## src/hdl/bdq_pkg.sv

```systemverilog
`timescale 1ns / 1ps
`default_nettype none

package bdq_pkg;

   localparam int VALUE_W     = 32;
   localparam int REQ_TDATA_W = 64;
   localparam int RSP_TDATA_W = 104;

   localparam logic [VALUE_W-1:0] ERR_VALUE = {VALUE_W{1'b1}};

   typedef enum logic [1:0] {
      OP_PUSH_FRONT = 2'd0,
      OP_PUSH_BACK  = 2'd1,
      OP_POP_FRONT  = 2'd2,
      OP_READ       = 2'd3
   } req_op_type;

   typedef enum logic [1:0] {
      STS_OK      = 2'd0,
      STS_EMPTY   = 2'd1,
      STS_BAD_POS = 2'd2,
      STS_FULL    = 2'd3
   } status_type;

   typedef enum logic [1:0] {
      S_IDLE,
      S_ROTATE,
      S_RESPOND
   } state_type;

   typedef enum logic [2:0] {
      CHAIN_HOLD,
      CHAIN_PUSH_FRONT,
      CHAIN_PUSH_BACK,
      CHAIN_POP,
      CHAIN_ROTATE
   } chain_op_type;

   typedef struct packed {
      chain_op_type        op;
      logic [VALUE_W-1:0]  value;
   } chain_cmd_type;

endpackage

`default_nettype wire

```

## src/hdl/bdq_cell.sv

```systemverilog
`timescale 1ns / 1ps
`default_nettype none

module bdq_cell (
   input  wire                                clock,
   input  wire                                reset,
   input  bdq_pkg::chain_cmd_type             cmd,
   input  wire                                left_occ,
   input  wire  [bdq_pkg::VALUE_W-1:0]        left_data,
   input  wire                                right_occ,
   input  wire  [bdq_pkg::VALUE_W-1:0]        right_data,
   input  wire  [bdq_pkg::VALUE_W-1:0]        front_data,
   output logic                               occ,
   output logic [bdq_pkg::VALUE_W-1:0]        data
);

   logic                         occ_ff;
   logic                         occ_in;
   logic [bdq_pkg::VALUE_W-1:0]  data_ff;
   logic [bdq_pkg::VALUE_W-1:0]  data_in;

   always_comb begin
      occ_in  = occ_ff;
      data_in = data_ff;
      case (cmd.op)
         bdq_pkg::CHAIN_PUSH_FRONT: begin
            occ_in  = left_occ;
            data_in = left_data;
         end
         bdq_pkg::CHAIN_PUSH_BACK: begin
            if (!occ_ff && left_occ) begin
               occ_in  = 1'b1;
               data_in = cmd.value;
            end
         end
         bdq_pkg::CHAIN_POP: begin
            occ_in  = right_occ;
            data_in = right_data;
         end
         bdq_pkg::CHAIN_ROTATE: begin
            // the front entry wraps round into the last occupied cell
            if (occ_ff && !right_occ) begin
               data_in = front_data;
            end else begin
               data_in = right_data;
            end
         end
         default: begin
         end
      endcase
   end

   always_ff @(posedge clock) begin
      if (reset) begin
         occ_ff <= 1'b0;
      end else begin
         occ_ff <= occ_in;
      end
   end

   always_ff @(posedge clock) begin
      data_ff <= data_in;
   end

   assign occ  = occ_ff;
   assign data = data_ff;

endmodule

`default_nettype wire

```

## config.mk

```make
export PLATFORM = sky130hd
export DESIGN_NAME = bdq_cell
export DESIGN_NICKNAME = d
export VERILOG_FILES = /design/src/hdl/bdq_pkg.sv /design/src/hdl/bdq_cell.sv
export SDC_FILE = /design/constraint.sdc
export NUM_CORES = 1
export LEC_CHECK = 0
export BUFFER_PORTS_ARGS = -buffer_cell sky130_fd_sc_hd__buf_2
export CAP_MARGIN = 10
export CORE_MARGIN = 4
export CORE_UTILIZATION = 41
export CTS_CLUSTER_SIZE = 8
export DETAILED_ROUTE_END_ITERATION = 8
export PLACE_DENSITY = 0.79
export REMOVE_ABC_BUFFERS = 1
export SLEW_MARGIN = 0
export SYNTH_ARGS = -nofsm -noshare
export SYNTH_HDL_FRONTEND = slang
export SYNTH_SLANG_ARGS = --single-unit
```

## constraint.sdc

```tcl
create_clock -name clock -period 2.7 [get_ports clock]
set_input_delay 0.54 -clock clock [delete_from_list [all_inputs] [get_ports clock]]
set_output_delay 0.54 -clock clock [all_outputs]
set_load 0.05 [all_outputs]
```

==> flow_metrics.tcl, run 1 <==
set metrics [dict create \
    root_buffer "clkbuf_8" \
    avgRoutedWirePerCell_um 16.54 \
    post-route-min-period_ps 2058 \
    cts_resized 0 \
    skew_ps 6.241 \
    irDropWorstVdd_mv 0.1995 \
    worst-endpoint-arrival_ps 2170 \
    crit_required_ps 2820 \
    hold_viol 0 \
    setup_viol 0 \
    grt_start_max_net_pins 33 \
    routabilityCongestion 0.7429 \
    syn_area_um2 2907 \
    io_buffers 167 \
    ctsHoldBuffers 0 \
    io_pins 168 \
    yosys.area_share.xor_xnor 0 \
    antenna_cells 0 \
    rows 30 \
    antenna_found_initial 0 \
    die_w_um 92.20 \
    period_share 0.7623 \
    die_height_um 92.20 \
    final_nets 556 \
    yosys.area_share.simple 0.08394 \
    vias_per_cell 5.220 \
    cts_max_level 2 \
    synth_seq_cells 33 \
    maxCapViolCount 0 \
    die_area_um2 8500 \
    startpoint_type "input pin" \
    yosysSeqAreaShare 0.3375 \
    holdWs_ps 429.5 \
    area_growth_pct 33.02 \
    cp_max_fo 32 \
    cts_tree "built" \
    layout-drive-gt1-share 0.5853 \
    holdCritPathClass "input pin to flop" \
    ys_types 26 \
    critPathKind "input pin to flop" \
    grt_pass1_wl_um 13680 \
    drv_slew 0 \
    grt_usage 0.1992 \
    clk_pin_slew_ps 70 \
    cp_top_family "simple AND/OR/NAND/NOR gates" \
    coreArea_um2 6832 \
    syn_avg_cell_area_um2 11.09 \
    vias 2704 \
    synth_fa_ha_area_frac 0 \
    ant_nets 0 \
    fmax_mhz 485.9 \
    synth_top_family_by_area "multiplexers" \
    yosys_warnings 0 \
    postCtsSetupBuffers 0 \
    utilization 0.5659 \
    grt.overflow.total 0 \
    clk_latency_ps 280 \
    finalSetupTns_ps 0 \
    drt_pass1_iterations 4 \
    synth_compound_area_frac 0.2398 \
    path_cells "buf_2 -> nor2_2 -> o21ai_0 -> a22oi_1" \
    worst_slew_pin_slew_ps 1150 \
    status "finished, final reports clean" \
    muxShareOfSynthArea 0.2725 \
    numCtsBuffers 5 \
    worst-path-buf-inv 1 \
    maxSlewHeadroom 0.2327 \
    leakage_nw 1.902 \
    end_kind "flop" \
    drc 0 \
    cpMaxStageDelayCell "nor2_2" \
    first_global_vias 2880 \
    synthCells 262 \
    grt_setup_unrepaired "no" \
    powerDensity_nw_per_um2 417.1 \
    dp_hpwl_um 6488 \
    clock_sinks 33 \
    start_util 0.4255 \
    clockBufferDepth 2 \
    max_stage_delay_ps 930 \
    drtIter0Drc 97 \
    wl_um 8567 \
]
## state kept, by name, summed over array words and instances, names as in the netlist
signal,count
data,32
occ,1
## cell usage after synthesis
master,number,share of area
mux2i_1,33,0.11
a22oi_1,32,0.083
edfxtp_1,32,0.33
o21ai_0,32,0.055
a21oi_2,27,0.081
mux2_4,27,0.14
nor2b_1,26,0.056
buf_2,8,0.014
buf_4,8,0.021
and2b_1,7,0.018
a21oi_1,6,0.010
clkbuf_1,5,0.0065
mux2_2,5,0.019
buf_12,2,0.014
a21o_1,1,0.0026
a311oi_1,1,0.0030
a31oi_1,1,0.0022
buf_6,1,0.0039
buf_8,1,0.0052
dfxtp_1,1,0.0069
inv_1,1,0.0013
inv_2,1,0.0013
nand2b_1,1,0.0022
nor2_2,1,0.0022
nor3_4,1,0.0056
o21bai_1,1,0.0026
## cells by family after synthesis
| kind of cell | Yosys count |
|---|---|
| muxes | 65 |
| and+or+nand+nor | 36 |
| AOI/OAI and AO/OA | 101 |
| DFF | 33 |
| buffers and inverters | 27 |
## per-layer routing
layer / vias to the layer above / share of wire / wire (um) / global-route usage
li1: 1315 / - / - / -
met1: 1253 / 0.40 / 3395 / 0.2275
met2: 123 / 0.51 / 4362 / 0.3686
met3: 13 / 0.077 / 662 / 0.04758
met4: 0 / 0.017 / 146 / 0.05322
met5: - / 0 / 0 / 0
## cell usage in the layout, fill, tap and decap left out, types with 3 or more instances in the layout
| master | synthesis | layout |
|---|---|---|
| clkbuf_8 | 0 | 5 |
| a21oi_2 | 27 | 27 |
| buf_4 | 8 | 9 |
| a22oi_1 | 32 | 32 |
| nor2b_1 | 26 | 25 |
| mux2i_1 | 33 | 33 |
| clkbuf_1 | 5 | 3 |
| buf_2 | 8 | 167 |
| edfxtp_1 | 32 | 32 |
| a21oi_1 | 6 | 6 |
| mux2_2 | 5 | 5 |
| o21ai_0 | 32 | 32 |
| and2b_1 | 7 | 7 |
| mux2_4 | 27 | 27 |
## area by class of cell
type | instances | area (um2)
Multi-Input combinational cell | 202 | 1754
Tap cell | 96 | 120.1
Timing Repair Buffer | 177 | 923.4
Clock buffer | 8 | 80.08
Sequential cell | 33 | 980.9
Fill cell | 645 | 2965
Inverter | 2 | 7.507
## through the flow
step / std cells / setup slack, ps / area, um2 / power, mW
after detailed placement: 510 / 285.5 / 3786 / 1.266
after floorplan: 237 / -188.5 / 2721 / 1.035
final: 518 / 641.8 / 3866 / 1.612
after global placement: 510 / 468.1 / 3786 / 1.250
after global routing: 518 / 406.3 / 3866 / 1.691
after CTS: 518 / 585.2 / 3866 / 1.629
## worst paths after layout
path / startpoint / to / slack [ps] / depth (start not counted)
min: reset / occ / 430 / 2
max reg2reg: occ / data[31] / 1080 / 4
max: cmd[33] / data[16] / 640 / 4
min reg2reg: occ / occ / 560 / 2
## power by group
| part | total [mW] | switching (mW) | internal (mW) |
|---|---|---|---|
| Sequential | 0.634 | 0.0121 | 0.622 |
| Combinational | 0.618 | 0.366 | 0.252 |
| Clock | 0.360 | 0.177 | 0.183 |
| Total | 1.61 | 0.555 | 1.06 |
## worst register-to-register path, stage by stage (launching register included)
cell and delay (ps):
dfxtp_1 340, nand2b_2 420, buf_12 270, mux2i_1 250
a22oi_1 90
Note: power is estimated with default switching activity, not from simulation.
==> run 2: changes to the inputs <==
--- a/config.mk
+++ b/config.mk
@@ -8,10 +8,10 @@
 export BUFFER_PORTS_ARGS = -buffer_cell sky130_fd_sc_hd__buf_2
 export CAP_MARGIN = 10
 export CORE_MARGIN = 4
-export CORE_UTILIZATION = 41
+export CORE_UTILIZATION = 45
 export CTS_CLUSTER_SIZE = 8
 export DETAILED_ROUTE_END_ITERATION = 8
-export PLACE_DENSITY = 0.79
+export PLACE_DENSITY = 0.82
 export REMOVE_ABC_BUFFERS = 1
 export SLEW_MARGIN = 0
 export SYNTH_ARGS = -nofsm -noshare
==> constraint.sdc (replaced) <==
create_clock -name clock -period 2 [get_ports clock]
set_input_delay 0.4 -clock clock [delete_from_list [all_inputs] [get_ports clock]]
set_output_delay 0.4 -clock clock [all_outputs]
set_load 0.05 [all_outputs]
==> run 2 against run 1 <==
Compared with the run above: register-to-register slack worse by 770 ps; global-route usage is 1.2 points higher; flip-flop and latch count stayed put; largest power group unchanged; clock skew is 0.86 ps higher; combinational power is 36% higher; first-iteration DRC count is 14% lower; final area is 0.16% higher; routed wire length is 3.1% higher; cell count is 3.5% lower; die area is 8.1% lower; non-clock buffer count is 1 higher; critical path depth stayed put.
==> flow_metrics.tcl, run 2 (synthesis gave the netlist of run 1 again) <==
set metrics [dict create \
    grt_pass1_wl_um 12810 \
    routabilityCongestion 0.7966 \
    dp.cells 492 \
    clockBufferDepth 2 \
    worst_slew_pin_slew_ps 1162 \
    path_cells "buf_2 -> nor2_2 -> o21ai_0 -> a22oi_1" \
    clock_sinks 33 \
    antenna_found_initial 0 \
    coreArea_um2 6314 \
    power_mw 2.235 \
    clk_latency_ps 280 \
    largest_reg_flops 32 \
    grt_start_max_net_pins 33 \
    die_w_um 88.37 \
    postCtsSetupBuffers 0 \
    root_buffer "clkbuf_8" \
    worst-endpoint-arrival_ps 1860 \
    die_area_um2 7808 \
    layout-drive-gt1-share 0.5887 \
    grt.overflow.total 0 \
    cts_tree "built" \
    cpMaxStageDelayCell "nor2_2" \
    final_nets 557 \
    leakage_nw 1.917 \
    setup_viol 0 \
    final_cell_mix "buf_2, mux2i_1, o21ai_0, a22oi_1, edfxtp_1" \
    io_pins 168 \
    numCtsBuffers 5 \
    cts_resized 0 \
    cp_max_fo 32 \
    grt_usage 0.2114 \
    status "finished, final reports clean" \
    grt_setup_unrepaired "no" \
    first_global_vias 2662 \
    die_height_um 88.37 \
    area_growth_pct 33.23 \
    irDropWorstVdd_mv 0.3941 \
    period_share 0.8783 \
    avgRoutedWirePerCell_um 17.67 \
    drt_pass1_iterations 4 \
    dp_hpwl_um 6612 \
    worst-path-buf-inv 1 \
    hold_viol 0 \
    powerDensity_nw_per_um2 577.1 \
    io_buffers 167 \
    stdcell_count 500 \
    fin_area_um2 3872 \
    max_stage_delay_ps 880 \
    startpoint_type "input pin" \
    cts_max_level 2 \
    wl_um 8834 \
    clk_pin_slew_ps 70 \
    place_area_um2 3782 \
    fmax_mhz 569.3 \
    skew_ps 7.098 \
    crit_required_ps 2100 \
    antenna_cells 0 \
    vias_per_cell 5.396 \
    maxSlewHeadroom 0.2243 \
    critPathKind "input pin to flop" \
    holdCritPathClass "input pin to flop" \
    rows 29 \
    end_kind "flop" \
    ctsHoldBuffers 0 \
    final_common_cell "buf_2" \
    start_util 0.4604 \
    n_fill_cell 568 \
    drtIter0Drc 83 \
    vias 2698 \
    maxCapViolCount 0 \
    cp_top_family "simple AND/OR/NAND/NOR gates" \
    drc 0 \
    ant_nets 0 \
    finalSetupTns_ps 0 \
    drv_slew 0 \
    post-route-min-period_ps 1757 \
]
## run 2: cell types whose count changed in the layout (fill, tap and decap cells not counted)
cell	change
clkbuf_8	+1
buf_12	+1
clkbuf_1	-1
## run 2: path summary, 6_finish.rpt
path,from,cells after the start,endpoint,slack [ps]
worst max-delay path,cmd[33],4,data[30],240
worst min register to register,occ,2,occ,560
worst max register to register,occ,3,data[27],310
worst min-delay path,reset,2,occ,270
## run 2: report_power, final
group          switching [mW]  internal, mW  total (mW)
logic                   0.498         0.343       0.842
clock network           0.253         0.281       0.535
registers              0.0179         0.840       0.858
## run 2: layout make-up
type / instances / area [um2] / share of cell area
inverters: 2 / 7.507 / 0.001939
repair buffers: 178 / 943.4 / 0.2436
clock buffers: 8 / 90.09 / 0.02326
well taps: 77 / 96.34 / 0.02488
multi-input cells: 202 / 1754 / 0.4530
flip-flops and latches: 33 / 980.9 / 0.2533
## run 2: layer usage
metal / up-vias / track usage / wire length (um)
li1: 1322 / - / -
met1: 1250 / 0.2616 / 3529
met2: 112 / 0.3780 / 4442
met3: 14 / 0.03445 / 714
met4: 0 / 0.06181 / 148
met5: - / 0 / 0
## run 2: metrics by stage
| step | setup WS [ps] | util | hold slack, ps |
|---|---|---|---|
| 6_report | 243.4 | 0.6134 | 267.7 |
| 4_1_cts | 268.9 | 0.6134 | 264.0 |
| 5_1_grt | 42.62 | 0.6134 | 272.8 |
| 3_3_place_gp | 86.56 | 0.5991 | 535.1 |
| 2_1_floorplan | -748.5 | - | 472.1 |
| 3_5_place_dp | -15.28 | 0.5991 | 556.3 |
==> run 3: changes to the inputs <==
--- a/config.mk
+++ b/config.mk
@@ -5,13 +5,14 @@
 export SDC_FILE = /design/constraint.sdc
 export NUM_CORES = 1
 export LEC_CHECK = 0
+export ABC_AREA = 1
 export BUFFER_PORTS_ARGS = -buffer_cell sky130_fd_sc_hd__buf_2
 export CAP_MARGIN = 10
 export CORE_MARGIN = 4
-export CORE_UTILIZATION = 45
+export CORE_UTILIZATION = 41
 export CTS_CLUSTER_SIZE = 8
 export DETAILED_ROUTE_END_ITERATION = 8
-export PLACE_DENSITY = 0.82
+export PLACE_DENSITY = 0.81
 export REMOVE_ABC_BUFFERS = 1
 export SLEW_MARGIN = 0
 export SYNTH_ARGS = -nofsm -noshare
==> run 3 against run 2 <==
Compared with the run above: critical path depth grew 2; register-to-register slack improved by 330 ps; worst hold slack worse by 1.3 ps; clock skew shrank 3.3 ps; flip-flop and latch count stayed put; cell count increased by 6.4%; die area is 13% lower; critical path type unchanged; largest cell class unchanged.
==> flow_metrics.tcl, run 3 <==
set metrics [dict create \
    synthCells 301 \
    drt_pass1_iterations 5 \
    leakage_nw 1.691 \
    die_area_um2 6786 \
    cts_max_level 2 \
    grt_pass1_wl_um 11590 \
    postCtsSetupBuffers 0 \
    ys_top_cells_by_count "nand2_1, inv_1, nand3_1" \
    drv_slew 0 \
    n_fill_cell 509 \
    vias 2793 \
    ant_nets 0 \
    clk_latency_ps 280 \
    yosys.area.top_type "edfxtp_1" \
    rows 26 \
    grt_start_max_net_pins 37 \
    antenna_found_initial 0 \
    syn_avg_cell_area_um2 7.536 \
    synth_top_family_by_area "simple AND/OR/NAND/NOR gates" \
    ys_async_sr_fraction 0 \
    synth_most_common_cell "nand2_1" \
    skew_ps 3.777 \
    cts_resized 0 \
    yosys.area_share.xor_xnor 0 \
    routabilityCongestion 0.7660 \
    io_pins 168 \
    synth-edff-count 32 \
    fmax_mhz 680.5 \
    root_buffer "clkbuf_8" \
    cp_top_family "simple AND/OR/NAND/NOR gates" \
    vias_per_cell 5.250 \
    muxShareOfSynthArea 0 \
    final_nets 596 \
    synth_compound_area_frac 0.1081 \
    yosys.area_share.simple 0.3519 \
    max_stage_delay_ps 580 \
    status "finished, final reports clean" \
    holdCritPathClass "input pin to flop" \
    die_height_um 82.38 \
    numCtsBuffers 5 \
    die_w_um 82.38 \
    area_growth_pct 44.29 \
    clock_sinks 33 \
    period_share 0.7348 \
    crit_required_ps 2140 \
    worst-endpoint-arrival_ps 1610 \
    antenna_cells 0 \
    worst_slew_pin_slew_ps 759.2 \
    start_util 0.4331 \
    grt.overflow.total 0 \
    grt_setup_unrepaired "no" \
    yosysSeqAreaShare 0.4324 \
    cts_tree "built" \
    avgRoutedWirePerCell_um 14.65 \
    cp_max_fo 32 \
    clk_pin_slew_ps 70 \
    holdPathStages 2 \
    drtIter0Drc 161 \
    post-route-min-period_ps 1470 \
    drc 0 \
    maxSlewHeadroom 0.4926 \
    synth.area.top_cells "edfxtp_1, nand2_1, o211ai_1" \
    ctsHoldBuffers 0 \
    irDropWorstVdd_mv 0.2700 \
    worst-path-buf-inv 2 \
    ys_types 15 \
    maxCapViolCount 0 \
    hold_viol 0 \
    end_kind "flop" \
    yosys_warnings 0 \
    wl_um 7795 \
    setup_viol 0 \
    path_cells "buf_2 -> nor2_2 -> inv_2 -> nor2_4 -> nand2_1 -> nand4_1" \
    final_common_cell "buf_2" \
    final_cell_mix "buf_2, nand2_1, inv_1" \
    syn_area_um2 2268 \
    largest_reg_flops 32 \
    rr_worst_depth 5 \
    coreArea_um2 5238 \
    grt_usage 0.2256 \
    clockBufferDepth 2 \
    cpMaxStageDelayCell "nor2_4" \
    synth_ff_type "edfxtp_1" \
    io_buffers 167 \
    finalSetupTns_ps 0 \
    crit_cells 6 \
    synth_fa_ha_area_frac 0 \
    synth_seq_cells 33 \
    synth_top_area_frac 0.4236 \
    startpoint_type "input pin" \
    dp_hpwl_um 5924 \
    powerDensity_nw_per_um2 653.5 \
    critPathKind "input pin to flop" \
    holdWs_ps 266.4 \
    first_global_vias 2641 \
    layout-drive-gt1-share 0.4091 \
]
## run 3: per-stage QoR
stage	setup slack [ps]	power, mW	std cells	utilization	cell area [um2]
finish	530.4	2.139	532	0.6249	3273
global route	419.3	2.249	532	0.6249	3273
CTS	520.3	2.156	532	0.6249	3273
floorplan	-383.9	1.273	280	-	2167
detailed placement	234.3	1.542	524	0.6039	3163
global placement	318.3	1.525	524	0.6039	3163
## run 3: cells by family after synthesis
logic type / after synthesis
AOI/OAI and AO/OA: 33
and+or+nand+nor: 176
DFF: 33
buffers and inverters: 59
## run 3: final cells by class
class,instances,area (um2),area share
clock buffer,5,68.82,0.02102
timing repair buffer,174,900.9,0.2752
tap,70,87.58,0.02676
clock inverter,3,41.29,0.01261
sequential,33,980.9,0.2997
inverter,38,142.6,0.04358
multi-input combinational,209,1051,0.3211
## run 3: power breakdown
part / switching, mW / internal, mW
Clock: 0.249 / 0.367
Combinational: 0.449 / 0.215
Sequential: 0.0164 / 0.844
Total: 0.714 / 1.43
## run 3: per-layer routing
metal | part of all wire | global-route usage | wire length [um]
met5 | 0 | 0 | 0
met4 | 0.015 | 0.07143 | 119
met3 | 0.13 | 0.07375 | 1008
met2 | 0.50 | 0.4087 | 3929
met1 | 0.35 | 0.2471 | 2737
## run 3: worst paths after layout
kind	from	endpoint	slack, ps
worst min register to register	occ	occ	510
worst max register to register	occ	data[24]	640
worst max-delay path	cmd[34]	data[1]	530
worst min-delay path	reset	occ	270
