`src/hdl/bdq_pkg.sv`:
```
`timescale 1ns / 1ps
`default_nettype none

package bdq_pkg;

   localparam int VALUE_W     = 32;
   localparam int REQ_TDATA_W = 64;
   localparam int RSP_TDATA_W = 104;

   localparam logic [VALUE_W-1:0] ERR_VALUE = {VALUE_W{1'b1}};

   typedef enum logic [1:0] {
      OP_PUSH_FRONT = 2'd0,
      OP_PUSH_BACK  = 2'd1,
      OP_POP_FRONT  = 2'd2,
      OP_READ       = 2'd3
   } req_op_type;

   typedef enum logic [1:0] {
      STS_OK      = 2'd0,
      STS_EMPTY   = 2'd1,
      STS_BAD_POS = 2'd2,
      STS_FULL    = 2'd3
   } status_type;

   typedef enum logic [1:0] {
      S_IDLE,
      S_ROTATE,
      S_RESPOND
   } state_type;

   typedef enum logic [2:0] {
      CHAIN_HOLD,
      CHAIN_PUSH_FRONT,
      CHAIN_PUSH_BACK,
      CHAIN_POP,
      CHAIN_ROTATE
   } chain_op_type;

   typedef struct packed {
      chain_op_type        op;
      logic [VALUE_W-1:0]  value;
   } chain_cmd_type;

endpackage

`default_nettype wire

```
`src/hdl/bdq_ctrl.sv`:
```
`timescale 1ns / 1ps
`default_nettype none

module bdq_ctrl #(
   parameter int DEPTH = 64
) (
   input  wire                                  clock,
   input  wire                                  reset,
   input  wire                                  req_tvalid,
   output logic                                 req_tready,
   input  wire  [bdq_pkg::REQ_TDATA_W-1:0]      req_tdata,
   input  wire  [1:0]                           req_tuser,
   output logic                                 rsp_tvalid,
   input  wire                                  rsp_tready,
   output logic [bdq_pkg::RSP_TDATA_W-1:0]      rsp_tdata,
   output logic [1:0]                           rsp_tuser,
   input  wire  [bdq_pkg::VALUE_W-1:0]          front_data,
   input  wire  [bdq_pkg::VALUE_W-1:0]          second_data,
   output bdq_pkg::chain_cmd_type               cmd
);

   localparam int CW = $clog2(DEPTH + 1);
   localparam int AW = $clog2(DEPTH);

   bdq_pkg::state_type            state_ff;
   bdq_pkg::state_type            state_in;
   logic [CW-1:0]                 count_ff;
   logic [CW-1:0]                 count_in;
   logic [CW-1:0]                 count_m1;
   logic [AW-1:0]                 step_ff;
   logic [AW-1:0]                 pos_ff;
   logic [bdq_pkg::VALUE_W-1:0]   capture_ff;
   logic [bdq_pkg::VALUE_W-1:0]   last_ff;
   logic                          rsp_valid_ff;
   logic [bdq_pkg::VALUE_W-1:0]   rsp_read_ff;
   logic [bdq_pkg::VALUE_W-1:0]   rsp_first_ff;
   logic [bdq_pkg::VALUE_W-1:0]   rsp_last_ff;
   logic [6:0]                    rsp_count_ff;
   bdq_pkg::status_type           rsp_status_ff;

   bdq_pkg::req_op_type           req_op;
   logic [bdq_pkg::VALUE_W-1:0]   req_value;
   logic [31:0]                   req_position;
   logic                          slot_free;
   logic                          req_accept;
   logic                          is_empty;
   logic                          is_full;
   logic                          pos_ok;
   logic                          read_go;
   logic                          load_imm;
   logic                          load_read;
   logic                          rotate_done;

   bdq_pkg::status_type           imm_status;
   logic [bdq_pkg::VALUE_W-1:0]   imm_read;
   logic [bdq_pkg::VALUE_W-1:0]   new_first;
   logic [bdq_pkg::VALUE_W-1:0]   new_last;
   logic [bdq_pkg::VALUE_W-1:0]   imm_first;
   logic [bdq_pkg::VALUE_W-1:0]   imm_last;
   logic [31:0]                   count_ext;
   logic [31:0]                   new_count_ext;

   assign req_op       = bdq_pkg::req_op_type'(req_tuser);
   assign req_value    = req_tdata[31:0];
   assign req_position = req_tdata[63:32];
   assign slot_free    = !rsp_valid_ff || rsp_tready;
   assign req_tready   = (state_ff == bdq_pkg::S_IDLE) && slot_free;
   assign req_accept   = req_tvalid && req_tready;
   assign is_empty     = (count_ff == '0);
   assign is_full      = (count_ff == CW'(DEPTH));
   assign count_ext    = 32'(count_ff);
   assign pos_ok       = !req_position[31] && (count_ext > req_position);
   assign read_go      = req_accept && (req_op == bdq_pkg::OP_READ) && !is_empty && pos_ok;
   assign count_m1     = count_ff - CW'(1);
   assign rotate_done  = (step_ff == count_m1[AW-1:0]);
   assign load_imm     = req_accept && !read_go;
   assign load_read    = (state_ff == bdq_pkg::S_RESPOND) && slot_free;

   // result of a transaction that completes at once
   always_comb begin
      imm_status = bdq_pkg::STS_OK;
      imm_read   = '0;
      count_in   = count_ff;
      new_first  = front_data;
      new_last   = last_ff;
      case (req_op)
         bdq_pkg::OP_PUSH_FRONT: begin
            if (is_full) begin
               imm_status = bdq_pkg::STS_FULL;
            end else begin
               count_in  = count_ff + CW'(1);
               new_first = req_value;
               if (is_empty) begin
                  new_last = req_value;
               end
            end
         end
         bdq_pkg::OP_PUSH_BACK: begin
            if (is_full) begin
               imm_status = bdq_pkg::STS_FULL;
            end else begin
               count_in = count_ff + CW'(1);
               new_last = req_value;
               if (is_empty) begin
                  new_first = req_value;
               end
            end
         end
         bdq_pkg::OP_POP_FRONT: begin
            if (is_empty) begin
               imm_status = bdq_pkg::STS_EMPTY;
            end else begin
               count_in  = count_m1;
               new_first = second_data;
            end
         end
         bdq_pkg::OP_READ: begin
            if (is_empty) begin
               imm_read   = bdq_pkg::ERR_VALUE;
               imm_status = bdq_pkg::STS_EMPTY;
            end else if (!pos_ok) begin
               imm_read   = bdq_pkg::ERR_VALUE;
               imm_status = bdq_pkg::STS_BAD_POS;
            end
         end
         default: begin
         end
      endcase
      if (count_in == '0) begin
         imm_first = bdq_pkg::ERR_VALUE;
         imm_last  = bdq_pkg::ERR_VALUE;
      end else begin
         imm_first = new_first;
         imm_last  = new_last;
      end
   end

   assign new_count_ext = 32'(count_in);

   // next state
   always_comb begin
      state_in = state_ff;
      case (state_ff)
         bdq_pkg::S_IDLE: begin
            if (read_go) begin
               state_in = bdq_pkg::S_ROTATE;
            end
         end
         bdq_pkg::S_ROTATE: begin
            if (rotate_done) begin
               state_in = bdq_pkg::S_RESPOND;
            end
         end
         bdq_pkg::S_RESPOND: begin
            if (slot_free) begin
               state_in = bdq_pkg::S_IDLE;
            end
         end
         default: begin
            state_in = bdq_pkg::S_IDLE;
         end
      endcase
   end

   // chain command
   always_comb begin
      cmd.op    = bdq_pkg::CHAIN_HOLD;
      cmd.value = req_value;
      case (state_ff)
         bdq_pkg::S_IDLE: begin
            if (req_accept) begin
               case (req_op)
                  bdq_pkg::OP_PUSH_FRONT: begin
                     if (!is_full) begin
                        cmd.op = bdq_pkg::CHAIN_PUSH_FRONT;
                     end
                  end
                  bdq_pkg::OP_PUSH_BACK: begin
                     if (!is_full) begin
                        cmd.op = bdq_pkg::CHAIN_PUSH_BACK;
                     end
                  end
                  bdq_pkg::OP_POP_FRONT: begin
                     if (!is_empty) begin
                        cmd.op = bdq_pkg::CHAIN_POP;
                     end
                  end
                  default: begin
                  end
               endcase
            end
         end
         bdq_pkg::S_ROTATE: begin
            cmd.op = bdq_pkg::CHAIN_ROTATE;
         end
         default: begin
         end
      endcase
   end

   always_ff @(posedge clock) begin
      if (reset) begin
         state_ff     <= bdq_pkg::S_IDLE;
         count_ff     <= '0;
         rsp_valid_ff <= 1'b0;
      end else begin
         state_ff <= state_in;
         if (req_accept) begin
            count_ff <= count_in;
         end
         if (load_imm || load_read) begin
            rsp_valid_ff <= 1'b1;
         end else if (rsp_tready) begin
            rsp_valid_ff <= 1'b0;
         end
      end
   end

   always_ff @(posedge clock) begin
      if (req_accept) begin
         last_ff <= new_last;
      end
      if (read_go) begin
         pos_ff  <= req_position[AW-1:0];
         step_ff <= '0;
      end else if (state_ff == bdq_pkg::S_ROTATE) begin
         step_ff <= step_ff + AW'(1);
         if (step_ff == pos_ff) begin
            capture_ff <= front_data;
         end
      end
      if (load_imm) begin
         rsp_read_ff   <= imm_read;
         rsp_first_ff  <= imm_first;
         rsp_last_ff   <= imm_last;
         rsp_count_ff  <= new_count_ext[6:0];
         rsp_status_ff <= imm_status;
      end else if (load_read) begin
         rsp_read_ff   <= capture_ff;
         rsp_first_ff  <= front_data;
         rsp_last_ff   <= last_ff;
         rsp_count_ff  <= count_ext[6:0];
         rsp_status_ff <= bdq_pkg::STS_OK;
      end
   end

   assign rsp_tvalid = rsp_valid_ff;
   assign rsp_tdata  = {1'b0, rsp_count_ff, rsp_last_ff, rsp_first_ff, rsp_read_ff};
   assign rsp_tuser  = rsp_status_ff;

`ifndef SYNTH
   a_count_bound: assert property (@(posedge clock) disable iff (reset)
      count_ff <= CW'(DEPTH))
      else $error("entry count beyond depth");

   a_push_back_count: assert property (@(posedge clock) disable iff (reset)
      req_accept && (req_op == bdq_pkg::OP_PUSH_BACK) && !is_full
      |=> count_ff == $past(count_ff) + CW'(1))
      else $error("push back did not grow the count");

   a_rotate_flow: assert property (@(posedge clock) disable iff (reset)
      state_ff == bdq_pkg::S_ROTATE
      |=> state_ff == bdq_pkg::S_ROTATE || state_ff == bdq_pkg::S_RESPOND)
      else $error("rotation left early");

   a_rotate_count_stable: assert property (@(posedge clock) disable iff (reset)
      state_ff == bdq_pkg::S_ROTATE |=> $stable(count_ff))
      else $error("count changed during rotation");

   a_read_go_nonempty: assert property (@(posedge clock) disable iff (reset)
      read_go |-> !is_empty && !rsp_valid_ff || read_go && rsp_tready)
      else $error("read started without a free slot");
`endif

endmodule

`default_nettype wire

```
`config.mk`:
```
export PLATFORM = sky130hd
export DESIGN_NAME = bdq_ctrl
export DESIGN_NICKNAME = d
export VERILOG_FILES = /design/src/hdl/bdq_pkg.sv /design/src/hdl/bdq_ctrl.sv
export SDC_FILE = /design/constraint.sdc
export NUM_CORES = 1
export LEC_CHECK = 0
export ABC_CLOCK_PERIOD_IN_PS = 12700
export BUFFER_PORTS_ARGS = -buffer_cell sky130_fd_sc_hd__buf_4
export CAP_MARGIN = 20
export CORE_UTILIZATION = 53
export DETAILED_ROUTE_END_ITERATION = 7
export PLACE_DENSITY = 0.93
export SYNTH_ARGS = -nofsm -noshare
export SYNTH_HDL_FRONTEND = slang
export SYNTH_SLANG_ARGS = --single-unit
```
`constraint.sdc`:
```
create_clock -name clock -period 12.7 [get_ports clock]
set_input_delay 1.905 -clock clock [delete_from_list [all_inputs] [get_ports clock]]
set_output_delay 1.905 -clock clock [all_outputs]
set_load 0.01 [all_outputs]
```
==> run summary, run 1 <==
PnR worst setup slack - 6.89 ns
RSZ-0062 raised after global routing - false
sequential-to-total area share from yosys stat - 0.558
synth top area cells - edfxtp_1, a21oi_1, mux2_2, a31oi_2, mux2i_1
max_cap viols - 0
CTS sink cnt - 191
Post-Synth Adder-Cell Area - 0.0125
Clock Latency Late Sink - 0.44 ns
mux cell area share after synthesis - 0.0691
endpoint type of the worst setup path - output port
worst reg2reg startpoint - count_ff[0]$_SDFFE_PP0P_
area growth from synthesis to layout - 26.0%
asr flop ratio synth - 0
leakage - 5.13 nW
critical path's largest stage delay - 0.48 ns
placed cell area - 11900 sq um
share of cells above drive strength 1 - 0.397
CP max-delay cell - inv_2
chip width - 139 um
1st-pass router iterations - 5
total CTS buffers - 17
Synth Area in Compound Gates - 0.191
Tot GR Track Use - 0.298
final WL - 29.0 mm
Final nets - 1166
Synthesis Warnings - 0
syn nets - 963
Synth Area in Simple Gates - 0.0879
fin. max-slew vios - 0
postcts setup bufs - 0
placed insts - 1228
worst vdd ir - 0.0000978 V
WS Path Type - primary input to output port
Top cell by count, worst path - buf_4
Initial Util - 0.549
count leader, synth - edfxtp_1
CTS tree - yes
Synth Area in XOR/XNOR - 0.0180
vias in the first global route - 7414
Worst-path clk slew - 0.07 ns
Post-CTS Hold Buffers - 0
clock buffer depth - 2
Final Power - 1.70 mW
Setup WS pre-CTS - 6.44 ns
Setup TNS - 0 ns
Vert. Die Dim - 139 um
Hold Crit Start - capture_ff[21]$_DFFE_PP_
Worst EP required - 10.80 ns
Core Region - 18200 sq um
Final Util - 0.692
Slew @ Worst Pin - 1.12 ns
WP buf/inv - 4
Post-CTS Resized - 0
wire length of the first global-routing pass - 43.5 mm
Worst Path Max Fanout - 42
DP HPWL - 19.9 mm
DRC Markers - 0
fin crit share - 0.458
total grt overflow - 0
worst hold slack - 0.523 ns
Main synth FF type - edfxtp_1
library cells used by synthesis - 56
die area - 19400 sq um
Pwr per Cell Area - 135 nW/um^2
io pins - 277
clock skew - 0.0115 ns
Final Wtd Congestion - 0.945
# diodes - 0
delay-heaviest family, CP - buffers and inverters
fin cells - 1264
fmax - 172 MHz
CP Launch Type - primary input
Finish-stage setup viols - 0
post-synthesis cell count - 819
area leader, netlist - edfxtp_1
H-tree depth - 4
Avg WL per Cell - 23.0 um
Crit. Startpoint - rsp_tready
worst path cell trace - buf_4 -> nor2b_1 -> nor3_1 -> nand2_1 -> buf_4 -> inv_2 -> nand2_1 -> nor2_1 -> buf_4
initial antenna violation count - 0
top cell type's share of synthesized area - 0.526
outcome - finished, final reports clean
Critical Path AT - 3.91 ns
Core Rows - 49
root buffer cell - clkbuf_16
DRT iter0 DRCs - 758
Hold Vio Cnt, Final - 0
Mean Syn Cell Area - 12.2 sq um
EDFF count, synth - 175
Post-DRT Antenna Nets - 0
Max transition margin - 0.255
I/O Buffers - 275
minimum clock period - 5.81 ns
hold crit path type - flip-flop to flip-flop
Commonest cells post-synth - edfxtp_1, a21oi_1, nand2_1
DR vias - 7911
largest net degree at the start of global routing - 86
synthesized area - 10000 sq um
Vias/cell - 6.26
fin area - 12600 sq um
Yosys reg bits - 191
largest family of logic cells by synthesized area - compound AO/OA/AOI/OAI gates
power breakdown:
part | leakage [nW] | internal, mW | switching, mW
Combinational | 3.05 | 0.183 | 0.213
Clock | 0.279 | 0.264 | 0.265
Sequential | 1.79 | 0.750 | 0.0285
routing by layer:
| layer | part of all wire | up-vias | track usage | wire [um] |
|---|---|---|---|---|
| met2 | 0.47 | 491 | 0.449 | 13500 |
| met5 | 0 | - | 0 | 0 |
| met4 | 0.042 | 0 | 0.151 | 1230 |
| li1 | - | 3519 | - | - |
| met1 | 0.40 | 3821 | 0.419 | 11800 |
| met3 | 0.086 | 80 | 0.0496 | 2500 |
registers in the layout, summed over array words and instances, names as in the netlist, 2 cells and up:
signal        flops
step_ff           6
pos_ff            6
last_ff          32
rsp_last_ff      32
state_ff          2
rsp_read_ff      32
rsp_tuser         2
rsp_count_ff      7
rsp_first_ff     32
count_ff          7
capture_ff       32
placed cells by master (no fill, tap or decap), types with 12 or more instances in the layout:
master     synthesis  routed
a2bb2oi_1         21      21
a21oi_1           80      79
nand2_1           50      50
dfxtp_1           16      16
buf_4             34     284
nor2_1            22      20
a22o_1            33      33
inv_1             13      12
mux2i_1           33      33
a21o_1            34      33
a31oi_2           28      28
a2bb2oi_2         13      13
clkbuf_16          0      17
nor3_1            40      40
mux2_2            32      32
edfxtp_1         175     175
worst reg2reg max path: cells and delay by family, from the launching register on:
kind | cells | cell delay [ns]
buffers and inverters | 5 | 1.72
and+or+nand+nor | 4 | 1.33
AOI/OAI and AO/OA | 1 | 0.24
adders and majority gates | 1 | 0.33
DFF | 1 | 0.44
worst paths after layout:
check | to | slack, ns | depth (start not counted)
worst max-delay path | cmd[32] | 6.89 | 9
worst min-delay path | rsp_read_ff[21]$_DFFE_PP_ | 0.52 | 1
worst max register to register | rsp_last_ff[20]$_DFFE_PP_ | 8.23 | 11
worst min register to register | rsp_read_ff[21]$_DFFE_PP_ | 0.52 | 1
cells by family after synthesis:
family | Yosys count
and+or+nand+nor | 172
buffers and inverters | 118
other | 1
adders and majority gates | 10
DFF | 191
xor gates and xnor gates | 19
AOI/OAI and AO/OA | 243
muxes | 65
final cells by class:
type | instances | area [sq um]
inverters | 13 | 48.8
clock inverters | 15 | 164
flip-flops and latches | 191 | 5580
well taps | 229 | 287
fillers | 1304 | 5610
repair buffers | 289 | 2250
clock buffers | 17 | 425
multi-input cells | 510 | 3840
Power figures use the tool's default switching activity.
==> inputs of run 2 (changes only) <==
ABC_CLOCK_PERIOD_IN_PS = 5200   (was 12700)
CORE_UTILIZATION = 48   (was 53)
PLACE_DENSITY = 0.89   (was 0.93)
clock period = 5.2 ns   (was 12.7 ns; I/O delays follow)
==> run 2 against run 1 <==
  * Non-clock buffer count did not move
  * Via count fell by 2.6%
  * Cell area rose by 0.72%
  * Critical endpoint is now rsp_last_ff[4]$_DFFE_PP_
==> run summary, run 2 (same netlist as run 1, synthesis figures left out) <==
outcome - finished, final reports clean
CTS tree - yes
worst hold slack - 0.523 ns (+0.000635 ns)
initial antenna violation count - 0 (unchanged)
DR vias - 7707 (-2.6%)
DRC Markers - 0 (unchanged)
Core Rows - 52 (+6.1%)
endpoint type of the worst setup path - flip-flop
leakage - 5.15 nW (+0.55%)
Post-CTS Resized - 0 (unchanged)
Reg2Reg Depth - 8 (-3)
Max transition margin - 0.249 (-0.00569)
# diodes - 0 (unchanged)
PnR worst setup slack - 1.30 ns (-5.58 ns)
area growth from synthesis to layout - 26.9%
WL met2 - 12.9 mm (-4.9%)
DP HPWL - 19.5 mm (-2.1%)
Post-CTS Hold Buffers - 0 (unchanged)
Worst-path clk slew - 0.07 ns (about the same)
minimum clock period - 3.90 ns
total CTS buffers - 17 (unchanged)
worst vdd ir - 0.000280 V (+190%)
top layer in use - met4
share of cells above drive strength 1 - 0.397 (unchanged)
Final Wtd Congestion - 0.904 (-4.3%)
fin area - 12700 sq um (+0.72%)
fmax - 257 MHz
Core Region - 20300 sq um (+11%)
largest net degree at the start of global routing - 86 (unchanged)
Clock Latency Late Sink - 0.43 ns (about the same)
max_cap viols - 0 (unchanged)
root buffer cell - clkbuf_16
clock skew - 0.0114 ns (-0.0000679 ns)
Finish-stage setup viols - 0 (unchanged)
DRT iter0 DRCs - 780 (+2.9%)
Post-DRT Antenna Nets - 0 (unchanged)
I/O Buffers - 275 (unchanged)
clock buffer depth - 2 (unchanged)
Critical Path End - rsp_last_ff[4]$_DFFE_PP_
fin crit share - 0.749
Pwr per Cell Area - 335 nW/um^2 (+150%)
most common cell after layout, fill and taps aside - buf_4
Vert. Die Dim - 146 um (+5.0%)
die area - 21400 sq um (+10%)
Crit. Startpoint - count_ff[5]$_SDFFE_PP0P_
most frequent cells in the layout - buf_4, edfxtp_1, a21oi_1, nand2_1, nor3_1
total length of routed met3 wires - 2.02 mm (-19%)
placed cell area - 12000 sq um (+0.43%)
Hold Vio Cnt, Final - 0 (unchanged)
worst reg2reg startpoint - count_ff[5]$_SDFFE_PP0P_
CTS sink cnt - 191 (unchanged)
fillers - 1553 (+19%)
WS Path Type - flip-flop to flip-flop
CP max-delay cell - buf_4
chip width - 146 um (+5.0%)
critical path's largest stage delay - 0.97 ns (+0.49 ns)
fin. max-slew vios - 0 (unchanged)
FF-to-FF End - rsp_last_ff[4]$_DFFE_PP_
total grt overflow - 0 (unchanged)
RSZ-0062 raised after global routing - false
Initial Util - 0.492 (-0.0565)
vias in the first global route - 7267 (-2.0%)
Avg WL per Cell - 21.5 um (-6.3%)
io pins - 277 (unchanged)
Tot GR Track Use - 0.261 (-0.0379)
1st-pass router iterations - 7 (+2)
Setup TNS - 0 ns (unchanged)
final WL - 28.1 mm (-3.3%)
CP Launch Type - flip-flop
Final Util - 0.625 (-0.0668)
Setup WS pre-CTS - 1.21 ns (-5.24 ns)
Vias/cell - 5.91 (-5.6%)
Final nets - 1166 (unchanged)
H-tree depth - 4 (unchanged)
Worst EP required - 5.24 ns (-5.56 ns)
Slew @ Worst Pin - 1.13 ns (+0.0110 ns)
wire length of the first global-routing pass - 42.3 mm (-2.7%)
Critical Path AT - 3.93 ns (+0.02 ns)
worst path cell trace - ha_1 -> a211oi_1 -> o32ai_1 -> a21oi_1 -> or4_1 -> nand2_1 -> o21ai_4 -> buf_4
postcts setup bufs - 0 (unchanged)
Post-Route M1 WL - 11.9 mm (+1.3%)
Worst Path Max Fanout - 81 (+93%)
hold crit path type - flip-flop to flip-flop
FF-to-FF setup slack - 1.30 ns (-6.93 ns)
## run 2: cell count changes in the layout (fill, tap and decap cells not counted)
cell,previous run,this run
inv_6,3,2
inv_8,4,5
buf_16,3,1
buf_12,2,3
clkinvlp_4,3,0
bufinv_16,0,2
clkbuf_16,17,18
clkinv_4,0,1
## run 2: metrics by stage
stage	power, mW	std cells
3_5_place_dp	2.86	1269
4_1_cts	4.24	1301
3_3_place_gp	2.83	1269
5_1_grt	4.39	1305
6_report	4.25	1305
2_1_floorplan	2.52	819
## run 2: area by class of cell
cell class                      count  area, sq um  share of cell area
Clock buffer                       17          425              0.0335
Clock inverter                     15          213              0.0168
Inverter                           13         48.8             0.00385
Multi-Input combinational cell    510         3840               0.303
Sequential cell                   191         5580               0.439
Tap cell                          270          338              0.0266
Timing Repair Buffer              289         2240               0.177
## run 2: critical path: cells and delay by family, from the launching register on
kind / cells / cell delay, ns
AOI/OAI and AO/OA: 4 / 1.05
buffers and inverters: 1 / 0.97
DFF: 1 / 0.69
and+or+nand+nor: 2 / 0.39
adders and majority gates: 1 / 0.36
## run 2: worst min path at each step
| stage | from | to | slack (ns) | cells after the start |
|---|---|---|---|---|
| 2_1_floorplan | step_ff[5]$_SDFFE_PP0P_ | step_ff[5]$_SDFFE_PP0P_ | 0.48 | 2 |
| 3_3_place_gp | capture_ff[16]$_DFFE_PP_ | rsp_read_ff[16]$_DFFE_PP_ | 0.50 | 1 |
| 3_5_place_dp | capture_ff[30]$_DFFE_PP_ | rsp_read_ff[30]$_DFFE_PP_ | 0.50 | 1 |
| 4_1_cts | capture_ff[8]$_DFFE_PP_ | rsp_read_ff[8]$_DFFE_PP_ | 0.52 | 1 |
| 5_1_grt | req_tdata[37] | pos_ff[5]$_DFFE_PP_ | 0.52 | 1 |
| 6_report | capture_ff[24]$_DFFE_PP_ | rsp_read_ff[24]$_DFFE_PP_ | 0.52 | 1 |
## run 2: per-layer routing
metal	track usage	vias up
met5	0	-
met3	0.0419	68
li1	-	3502
met1	0.367	3721
met4	0.133	0
met2	0.389	416
## run 2: power breakdown
group	switching (mW)	internal [mW]	total [mW]
registers	0.0634	1.83	1.90
logic	0.509	0.452	0.960
clock network	0.647	0.746	1.39
total	1.22	3.03	4.25
